==> config.mk <==
export PLATFORM = sky130hd
export DESIGN_NAME = bfgs_ram
export DESIGN_NICKNAME = d
export VERILOG_FILES = /design/src/rtl/core/bfgs_ram.sv
export SDC_FILE = /design/constraint.sdc
export NUM_CORES = 1
export LEC_CHECK = 0
export BUFFER_PORTS_ARGS = -buffer_cell sky130_fd_sc_hd__buf_4
export CAP_MARGIN = 20
export CORE_ASPECT_RATIO = 0.6
export CORE_MARGIN = 2
export CORE_UTILIZATION = 56
export DETAILED_ROUTE_END_ITERATION = 10
export PLACE_DENSITY = 0.73
export SLEW_MARGIN = 5
export SYNTH_ARGS = -nofsm -noshare
export SYNTH_HDL_FRONTEND = slang
export SYNTH_SLANG_ARGS = --single-unit
==> constraint.sdc <==
create_clock -name clk -period 4.43 [get_ports clk]
set_clock_uncertainty 0.05 [all_clocks]
set_input_delay 0.886 -clock clk [delete_from_list [all_inputs] [get_ports clk]]
set_output_delay 0.886 -clock clk [all_outputs]
set_load 0.02 [all_outputs]
==> src/rtl/core/bfgs_ram.sv <==
// generic single write port ram with registered read
module bfgs_ram #(
	parameter int WIDTH = 32,
	parameter int DEPTH = 16
) (
	input  logic                                 clk,
	input  logic                                 we,
	input  logic [((DEPTH > 1) ? $clog2(DEPTH) : 1)-1:0] waddr,
	input  logic [WIDTH-1:0]                     wdata,
	input  logic [((DEPTH > 1) ? $clog2(DEPTH) : 1)-1:0] raddr,
	output logic [WIDTH-1:0]                     rdata
);

	logic [WIDTH-1:0] mem [DEPTH];

	always_ff @(posedge clk) begin
		if (we) begin
			mem[waddr] <= wdata;
		end
		rdata <= mem[raddr];
	end

endmodule

==> flow_summary.ini <==
[status]
outcome = completed

[sta]
rsz0062_at_grt = false
hold_viol_final = 0
finalSetupTns_ns = 0
worstMarginPinSlew_ns = 1.14
period_needed_ns = 2.47
setup_viol = 0
slew_headroom_pct = 23.7
post-route-period-util_pct = 55.7
slew_violations = 0
fmax_ghz = 0.405

[clocking]
cts_made_buffers = 46
cts_tree = built
ctsLongestPathBuffers = 3
post_cts_buffers = 0
h-tree-depth = 2
clk_latency_ns = 0.56
hold_buffers = 0
cts.sinks = 544
path_clk_slew_ns = 0.06
root_buffer = clkbuf_16
cts-resized-gates = 0

[synth]
ys_ff_latch = 544
synth_top_cell_area_share_pct = 77.4
synthesis.nets = 880
synth_top_area_cell = edfxtp_1
syn_avg_cell_area_um2 = 23.7
syn_inst = 838
yosys-top-cells-area = edfxtp_1 (77%), mux4_2 (15%), dfxtp_1 (3.2%)
ys_warn_count = 0
synth_cell_types = 18
netlist_area_um2 = 19900
ys_seq_area_share_pct = 80.7

[floorplanning]
die-area_um2 = 37000
num_rows = 53
io_pins = 74
die_w_um = 247
start_util_pct = 56.8
die_h_um = 150
core_area_um2 = 34900

[place]
numPlacedInstances = 1364
portBuffers = 73
dp_hpwl_mm = 22.5
gp_congestion = 0.753

[grt]
grt_first_pass_wirelength_mm = 59.0
antenna_found_initial = 2
gr-total-overflow = 0
grt_max_degree = 74
grt_pass1_vias = 9022
grt_use_total_pct = 22.4

[critical_path]
cp.required_ns = 4.61
endpoint_kind = register
critPathLaunchType = primary input
path_class = in2reg
cp_max_fo = 15
reg2reg_slack_ns = 2.86
cp.arrival_ns = 2.65
r2r-end = rdata[15]
r2r_start = mem[1][15]
rr_worst_depth = 3

[layout]
multi_input_area_um2 = 3750
fillers = 2223
final_cells = 1450
layout.nets = 987
final-seq-area_um2 = 16000
drive_above_1_share_pct = 32.8
areaGrowthSynthToFinish_pct = 14.3
final_util_pct = 65.0

[drt]
avgRoutedWirePerCell_um = 27.6
avgViaCountPerCell = 6.23
routed_wl_mm = 40.0
first_pass_iters = 5
drc = 0
ant_nets = 0
drtIter0Drc = 1064
dr_total_vias = 9040

[power]
comb_power_share_pct = 5.4
switching_share_pct = 20.4
seqPwrFrac_pct = 55.8
vdd_drop_max_mv = 0.337
p_int_mw = 8.26
switchingPower_mw = 2.12
p_per_area_nw_per_um2 = 457
clock_power_share_pct = 38.8
leakagePower_nw = 7.30

[worst_hold_path]
hold_path.class = in2reg
min_from = wdata[13]
worst_hold_path.endpoint = mem[2][13]
whs_path_depth = 1

[job]
maxCapViolCount = 0
-- cells in the final DEF, fill, tap and decap left out, types with 3 or more instances in the layout --
| cell | count |
|---|---|
| bufinv_16 | 3 |
| mux4_2 | 128 |
| nand2_1 | 33 |
| nor2_4 | 13 |
| dfxtp_1 | 32 |
| edfxtp_1 | 512 |
| clkbuf_8 | 6 |
| clkbuf_1 | 6 |
| clkbuf_16 | 49 |
| buf_4 | 96 |
| clkinv_1 | 7 |
| a22oi_1 | 64 |
| nor3_2 | 4 |
| clkinv_2 | 11 |
| buf_12 | 5 |
-- layout make-up --
type	count	area share [%]
diodes	2	0.0220
clock buffers	60	5.80
clock inverters	24	0.865
multi-input cells	251	16.5
flip-flops and latches	544	70.5
well taps	467	2.57
repair buffers	102	3.68
-- logic make-up (layout without fill, tap and decap cells) --
| logic type | count (synthesis) | after routing | synth area share [%] |
|---|---|---|---|
| AOI/OAI and AO/OA | 64 | 64 | 2.42 |
| buffers and inverters | 43 | 186 | 1.12 |
| DFF | 544 | 544 | 80.7 |
| muxes | 128 | 128 | 14.5 |
| other | 0 | 2 | 0 |
| and+or+nand+nor | 59 | 59 | 1.27 |
-- cells in the mapped netlist --
library cell,count
edfxtp_1,512
mux4_2,128
a22oi_1,64
nand2_1,33
dfxtp_1,32
clkbuf_1,17
nor2_1,13
buf_4,11
buf_1,9
buf_2,4
nor3_1,4
buf_6,2
nand2b_1,2
nand3b_1,2
nor2b_1,2
and2_1,1
nand3_1,1
or3b_2,1
-- per-stage QoR --
step | hold WS, ns | instance area (um^2) | setup WS [ns] | power (mW)
after CTS | 0.542 | 22700 | 1.93 | 10.4
after global routing | 0.552 | 22700 | 1.85 | 10.7
final | 0.568 | 22700 | 1.96 | 10.4
after detailed placement | 0.615 | 21200 | 1.33 | 6.47
after global placement | 0.598 | 21200 | 1.36 | 6.45
after floorplan | 0.585 | 19900 | 0.314 | 6.21
-- sequential cells by signal, summed over array words and instances (netlist names) --
signal and cells:
mem 512, rdata 32
-- power by group through the flow --
stage	combinational [mW]	sequential, mW	clock, mW
floorplan	0.276	5.93	0
global placement	0.556	5.90	0
detailed placement	0.567	5.90	0
CTS	0.567	5.79	4.09
global route	0.602	5.80	4.29
finish	0.560	5.79	4.03
-- layer usage --
metal,vias up,global-route usage [%],wire [um]
met4,0,5.78,741
li1,3780,-,-
met1,4806,35.3,17700
met5,-,0,0
met3,56,4.25,3350
met2,398,32.7,18200
-- worst max path at each step --
| stage | startpoint | to | slack [ns] | cells after the start |
|---|---|---|---|---|
| 2_1_floorplan | waddr[2] | mem[0][0] | 0.31 | 2 |
| 3_3_place_gp | waddr[3] | mem[4][13] | 1.36 | 4 |
| 3_5_place_dp | waddr[3] | mem[4][25] | 1.33 | 4 |
| 4_1_cts | waddr[3] | mem[4][16] | 1.93 | 4 |
| 5_1_grt | raddr[0] | rdata[22] | 1.85 | 5 |
| 6_report | waddr[3] | mem[4][14] | 1.96 | 4 |
-- worst max-delay path, stage by stage --
cell,delay (ns)
buf_4,0.12
nand3b_1,0.39
nor3_2,0.80
buf_4,0.45
No activity file was read; power rests on OpenSTA's default activity.
