File: config.mk
export PLATFORM = sky130hd
export DESIGN_NAME = bfgs_div
export DESIGN_NICKNAME = d
export VERILOG_FILES = /design/src/rtl/core/bfgs_pkg.sv /design/src/rtl/core/bfgs_div.sv
export SDC_FILE = /design/constraint.sdc
export NUM_CORES = 1
export LEC_CHECK = 0
export BUFFER_PORTS_ARGS = -buffer_cell sky130_fd_sc_hd__buf_4
export CAP_MARGIN = 25
export CORE_UTILIZATION = 33
export CTS_BUF_LIST = sky130_fd_sc_hd__clkbuf_8 sky130_fd_sc_hd__clkbuf_16
export DETAILED_ROUTE_END_ITERATION = 10
export SYNTH_ARGS = -nofsm -noshare
export SYNTH_HDL_FRONTEND = slang
export SYNTH_SLANG_ARGS = --single-unit
File: constraint.sdc
create_clock -name clk -period 6.3 [get_ports clk]
set_clock_uncertainty 0.1 [all_clocks]
set_input_delay 0.315 -clock clk [delete_from_list [all_inputs] [get_ports clk]]
set_output_delay 0.315 -clock clk [all_outputs]
set_load 0.02 [all_outputs]
File: src/rtl/core/bfgs_pkg.sv
// shared types, constants and helpers of the bfgs inverse hessian step unit
package bfgs_pkg;

	localparam int MAX_COORDS_DEF = 16;
	localparam int FRAC_W         = 20;
	localparam int DATA_W         = 32;
	localparam int ACC_W          = 50;
	localparam int DIV_NUM_W      = 34;
	localparam int DIV_DVD_W      = DIV_NUM_W + FRAC_W;

	localparam logic [4:0]  ACTIVE_RESET = 5'd16;
	localparam logic [30:0] LIMIT_RESET  = 31'd104858;

	// command codes
	localparam logic [2:0] FN_LOAD_VEC    = 3'd0;
	localparam logic [2:0] FN_LOAD_HESS   = 3'd1;
	localparam logic [2:0] FN_UPDATE      = 3'd2;
	localparam logic [2:0] FN_STEP        = 3'd3;
	localparam logic [2:0] FN_READ_HESS   = 3'd4;
	localparam logic [2:0] FN_READ_COORD  = 3'd5;

	// result status codes
	localparam logic [1:0] STAT_OK   = 2'd0;
	localparam logic [1:0] STAT_SKIP = 2'd1;
	localparam logic [1:0] STAT_SAT  = 2'd2;

	// register indexes
	localparam logic REG_ACTIVE = 1'b0;
	localparam logic REG_LIMIT  = 1'b1;

	typedef enum logic [4:0] {
		ST_IDLE,
		ST_RD_OUT,
		ST_PREP_RD,
		ST_PREP_WR,
		ST_DOT_RD,
		ST_DOT_MUL,
		ST_DOT_ACC,
		ST_DOT_END,
		ST_C_DIV1,
		ST_C_WAIT1,
		ST_C_DIV2,
		ST_C_WAIT2,
		ST_E_ROW_RD,
		ST_E_ROW_LAT,
		ST_E_RD,
		ST_E_M1,
		ST_E_M2,
		ST_E_M3,
		ST_E_M4,
		ST_E_M5,
		ST_E_M6,
		ST_E_DIV,
		ST_E_WAIT,
		ST_E_WR,
		ST_S_CRD,
		ST_S_CWR,
		ST_FINISH
	} state_t;

	typedef enum logic [2:0] {
		PS_HY,
		PS_HTY,
		PS_SY,
		PS_YHY,
		PS_STEP
	} pass_t;

	typedef struct packed {
		logic              ovf;
		logic [DATA_W-1:0] val;
	} sat_t;

	typedef struct packed {
		logic busy;
		logic done;
	} div_stat_t;

	function automatic sat_t sat32(input logic signed [63:0] v);
		sat_t r;
		if (v > 64'sd2147483647) begin
			r.ovf = 1'b1;
			r.val = {1'b0, {(DATA_W-1){1'b1}}};
		end else if (v < -64'sd2147483648) begin
			r.ovf = 1'b1;
			r.val = {1'b1, {(DATA_W-1){1'b0}}};
		end else begin
			r.ovf = 1'b0;
			r.val = v[DATA_W-1:0];
		end
		return r;
	endfunction

endpackage

File: src/rtl/core/bfgs_div.sv
// radix-2 restoring divider computing (num * 2^20) / den, truncated toward zero
module bfgs_div
	import bfgs_pkg::*;
(
	input  logic                          clk,
	input  logic                          arst_n,
	input  logic                          start,
	input  logic signed [DIV_NUM_W-1:0]   num,
	input  logic signed [DATA_W-1:0]      den,
	output logic signed [DIV_DVD_W:0]     quot,
	output div_stat_t                     stat
);

	localparam int CNT_W = $clog2(DIV_DVD_W + 1);

	logic [DIV_DVD_W-1:0] dvd_q;
	logic [DATA_W-1:0]    rem_q;
	logic [DATA_W-1:0]    dmag_q;
	logic                 neg_q;
	logic [CNT_W-1:0]     cnt_q;
	logic                 busy_q;
	logic                 done_q;
	logic [DIV_NUM_W-1:0] mag_n;
	logic [DATA_W-1:0]    mag_d;
	logic [DATA_W:0]      trial;

	assign mag_n = num[DIV_NUM_W-1] ? DIV_NUM_W'(-num) : DIV_NUM_W'(num);
	assign mag_d = den[DATA_W-1] ? DATA_W'(-den) : DATA_W'(den);
	assign trial = {rem_q, dvd_q[DIV_DVD_W-1]} - {1'b0, dmag_q};

	always_ff @(posedge clk or negedge arst_n) begin
		if (!arst_n) begin
			busy_q <= 1'b0;
			done_q <= 1'b0;
			cnt_q  <= '0;
		end else begin
			done_q <= 1'b0;
			if (start) begin
				busy_q <= 1'b1;
				cnt_q  <= CNT_W'(DIV_DVD_W);
			end else if (busy_q) begin
				cnt_q <= cnt_q - CNT_W'(1);
				if (cnt_q == CNT_W'(1)) begin
					busy_q <= 1'b0;
					done_q <= 1'b1;
				end
			end
		end
	end

	always_ff @(posedge clk) begin
		if (start) begin
			dvd_q  <= {mag_n, {FRAC_W{1'b0}}};
			rem_q  <= '0;
			dmag_q <= mag_d;
			neg_q  <= num[DIV_NUM_W-1] ^ den[DATA_W-1];
		end else if (busy_q) begin
			if (!trial[DATA_W]) begin
				rem_q <= trial[DATA_W-1:0];
				dvd_q <= {dvd_q[DIV_DVD_W-2:0], 1'b1};
			end else begin
				rem_q <= {rem_q[DATA_W-2:0], dvd_q[DIV_DVD_W-1]};
				dvd_q <= {dvd_q[DIV_DVD_W-2:0], 1'b0};
			end
		end
	end

	assign quot = neg_q ? -$signed({1'b0, dvd_q}) : $signed({1'b0, dvd_q});
	assign stat.busy = busy_q;
	assign stat.done = done_q;

endmodule

==> results.sh <==
export IMPL_p_leak_nw=4.60
export IMPL_syn_avg_cell_area_um2=8.62
export IMPL_worst_pin_slew_ns=0.755
export IMPL_finalCriticalPeriod_ns=3.91
export IMPL_crit_buf_inv=1
export IMPL_relSlewSlack_pct=49.6
export IMPL_holdPathStages=1
export IMPL_hp_class="in -> reg"
export IMPL_dpl_hpwl_um=16900
export IMPL_async_flop_share_pct=6.30
export IMPL_io_buffers=125
export IMPL_pre_cts_slack_ns=2.55
export IMPL_finalWirelength_um=23100
export IMPL_core_region_area_um2=27800
export IMPL_grt_max_degree=78
export IMPL_post_synth_top_area_fraction_pct=21.6
export IMPL_critPathMaxFanout=5
export IMPL_synthCells=1081
export IMPL_max_freq_mhz=256
export IMPL_worstHoldEndpoint="dmag_q[0]"
export IMPL_start_util_pct=33.5
export IMPL_num_vias=8140
export IMPL_dieArea_um2=28900
export IMPL_powerDensity_nw_per_um2=352
export IMPL_synth_edf_count=67
export IMPL_clock_root_buffer="clkbuf_16"
export IMPL_h_tree_depth=4
export IMPL_syn_area_um2=9320
export IMPL_setup_slack_ns=2.39
export IMPL_r2r_slack_ns=2.56
export IMPL_finish_net_count=1284
export IMPL_cp_start_kind="flop"
export IMPL_area_growth_pct=20.2
export IMPL_crit_arrival_ns=3.49
export IMPL_status="completed"
export IMPL_drt_vias_per_instance=5.19
export IMPL_row_count=61
export IMPL_antenna_cells=0
export IMPL_yosysMostFrequentCell="nand2_1"
export IMPL_overflow=0
export IMPL_crit_path_end_kind="output pin"
export IMPL_clock_sinks=127
export IMPL_cp_depth=8
export IMPL_synth_cells_most_frequent="nand2_1, xnor2_1, o21ai_0, nor2_1, edfxtp_1"
export IMPL_fin_crit_sh_pct=62.1
export IMPL_cts_tree="done"
export IMPL_dieHeight_um=170
export IMPL_synth_seq_area_share_pct=34.9
export IMPL_path_common_cell="or2_2"
export IMPL_hold_violations=0
export IMPL_hold_ws_ns=0.0356
export IMPL_drc=0
export IMPL_drv_slew=0
export IMPL_grt_setup_unrepaired="no"
export IMPL_pin_count=126
export IMPL_drtPass1Iterations=5
export IMPL_cpMaxStageDelayCell="or4_1"
export IMPL_ys_ff_latch=127
export IMPL_min_from="den[0]"
export IMPL_crit_required_ns=5.88
export IMPL_grt_pass1_wl_um=38200
export IMPL_chipWidth_um=170
export IMPL_cts_buffers=17
export IMPL_drtIter0Drc=502
export IMPL_yosysWarnings=0
export IMPL_critPathKind="reg -> out"
export IMPL_crit_path_max_incr_delay_ns=0.53
export IMPL_setup_tns_final_ns=0
export IMPL_clk_latency_ns=0.42
export IMPL_antenna_found_initial=0
export IMPL_synth_top_area_cell="edfxtp_1"
export IMPL_drive_gt1_share_pct=17.0
export IMPL_ff2ff_path_depth=12
export IMPL_post_cts_resized=0
export IMPL_place_congestion=0.831
export IMPL_grt_pass1_vias=7633
export IMPL_worstPathCellList="or4_1 > or2_2 > nor4_1 > nand3_1 > or2_2 > o31ai_1 > xnor2_1 > buf_4"
export IMPL_wl_per_cell_um=14.7
export IMPL_cts_clk_slew_worst_paths_ns=0.06
export IMPL_ir_worst_vdd_mv=0.152
export IMPL_reg2reg_from="dvd_q[53]"
export IMPL_critical_path_top_delay_family="simple AND/OR/NAND/NOR gates"
export IMPL_ys_types=71
export IMPL_syn_num_nets=1188
export IMPL_post_cts_repair_setup_buffers=0
export IMPL_synth_area_leaders="edfxtp_1, dfxtp_1, xnor2_1, nand2_1, ha_1"
export IMPL_yosys_most_used_dff="edfxtp_1"
export IMPL_max_cap_violations=0
export IMPL_ant_nets=0
export IMPL_timing_rr_end="rem_q[21]"
export IMPL_cts_buffer_depth=2
export IMPL_grt_use_total_pct=16.4
export IMPL_setup_viol=0
==> layout by cell type (no fill, tap or decap), drive strengths merged, types with 9 or more instances in the layout <==
master | netlist | final
or3 | 26 | 26
dfxtp | 52 | 52
a21oi | 36 | 36
nand2 | 138 | 138
o21ai | 90 | 90
ha | 37 | 37
o31ai | 41 | 41
or2 | 11 | 11
o41ai | 12 | 12
xor2 | 37 | 37
buf | 11 | 135
and3 | 9 | 9
inv | 54 | 58
mux2i | 22 | 22
nand3 | 16 | 16
xnor2 | 103 | 103
clkbuf | 48 | 17
a311oi | 24 | 24
nor2 | 84 | 84
nor3 | 15 | 15
edfxtp | 67 | 67
a21o | 12 | 12
or4 | 17 | 17
==> per-stage QoR <==
stage	area (um2)	power, W	instances	utilization (%)
5_1_grt	11200	0.00421	1568	40.3
3_5_place_dp	10600	0.00297	1535	38.2
4_1_cts	11200	0.00397	1568	40.3
3_3_place_gp	10600	0.00295	1534	38.1
2_1_floorplan	9320	0.00241	1081	-
6_report	11200	0.00394	1568	40.3
==> worst max-delay path by stage <==
stage / start / end / slack (ns)
after floorplan: dvd_q[6] / quot[53] / 3.10
after global placement: dvd_q[53] / rem_q[16] / 2.67
after detailed placement: dvd_q[53] / rem_q[16] / 2.55
after CTS: dvd_q[35] / quot[50] / 2.31
after global routing: dvd_q[33] / quot[52] / 2.12
final: dvd_q[34] / quot[52] / 2.39
==> registers in the layout, summed over array words and instances (netlist names) <==
name,flops
rem_q,32
dvd_q,54
done_q,1
dmag_q,32
neg_q,1
cnt_q,6
busy_q,1
==> routing by layer <==
| metal | share of wire, % | GRT usage (%) | wire length (um) | vias to the layer above |
|---|---|---|---|---|
| li1 | - | - | - | 4097 |
| met2 | 46 | 26.9 | 10600 | 175 |
| met5 | 0 | 0 | 0 | - |
| met1 | 49 | 21.9 | 11300 | 3840 |
| met3 | 3.6 | 2.16 | 839 | 28 |
| met4 | 1.6 | 5.60 | 369 | 0 |
==> cells by family (layout without fill, tap and decap cells) <==
family | Yosys count | count (layout) | share of synthesized area (%)
buffers and inverters | 113 | 222 | 4.70
XOR/XNOR | 140 | 140 | 13.2
AND/OR/NAND/NOR | 371 | 371 | 19.7
flip-flops | 127 | 127 | 34.9
AO/OA/AOI/OAI | 268 | 268 | 19.7
multiplexers | 24 | 24 | 2.61
adder cells (fa/ha/maj) | 38 | 38 | 5.18
==> layout make-up <==
type / count / area (um2)
fillers: 2862 / 16600
multi-input cells: 841 / 5640
flip-flops and latches: 127 / 3260
repair buffers: 136 / 1040
well taps: 378 / 473
clock buffers: 17 / 425
inverters: 54 / 203
clock inverters: 15 / 160
==> timing repair <==
item | in CTS | in global routing
hold buffers | 1 | 0
endpoints found under the setup margin | 0 | 0
hold endpoints to repair | 8 | 0
==> where the power goes <==
group	switching, W	internal (W)	total [W]	leakage (nW)
Combinational	0.00104	0.000767	0.00180	3.12
Sequential	0.000128	0.00102	0.00115	1.21
Clock	0.000396	0.000586	0.000982	0.273
Total	0.00156	0.00238	0.00394	4.60
Power figures use the tool's default switching activity.
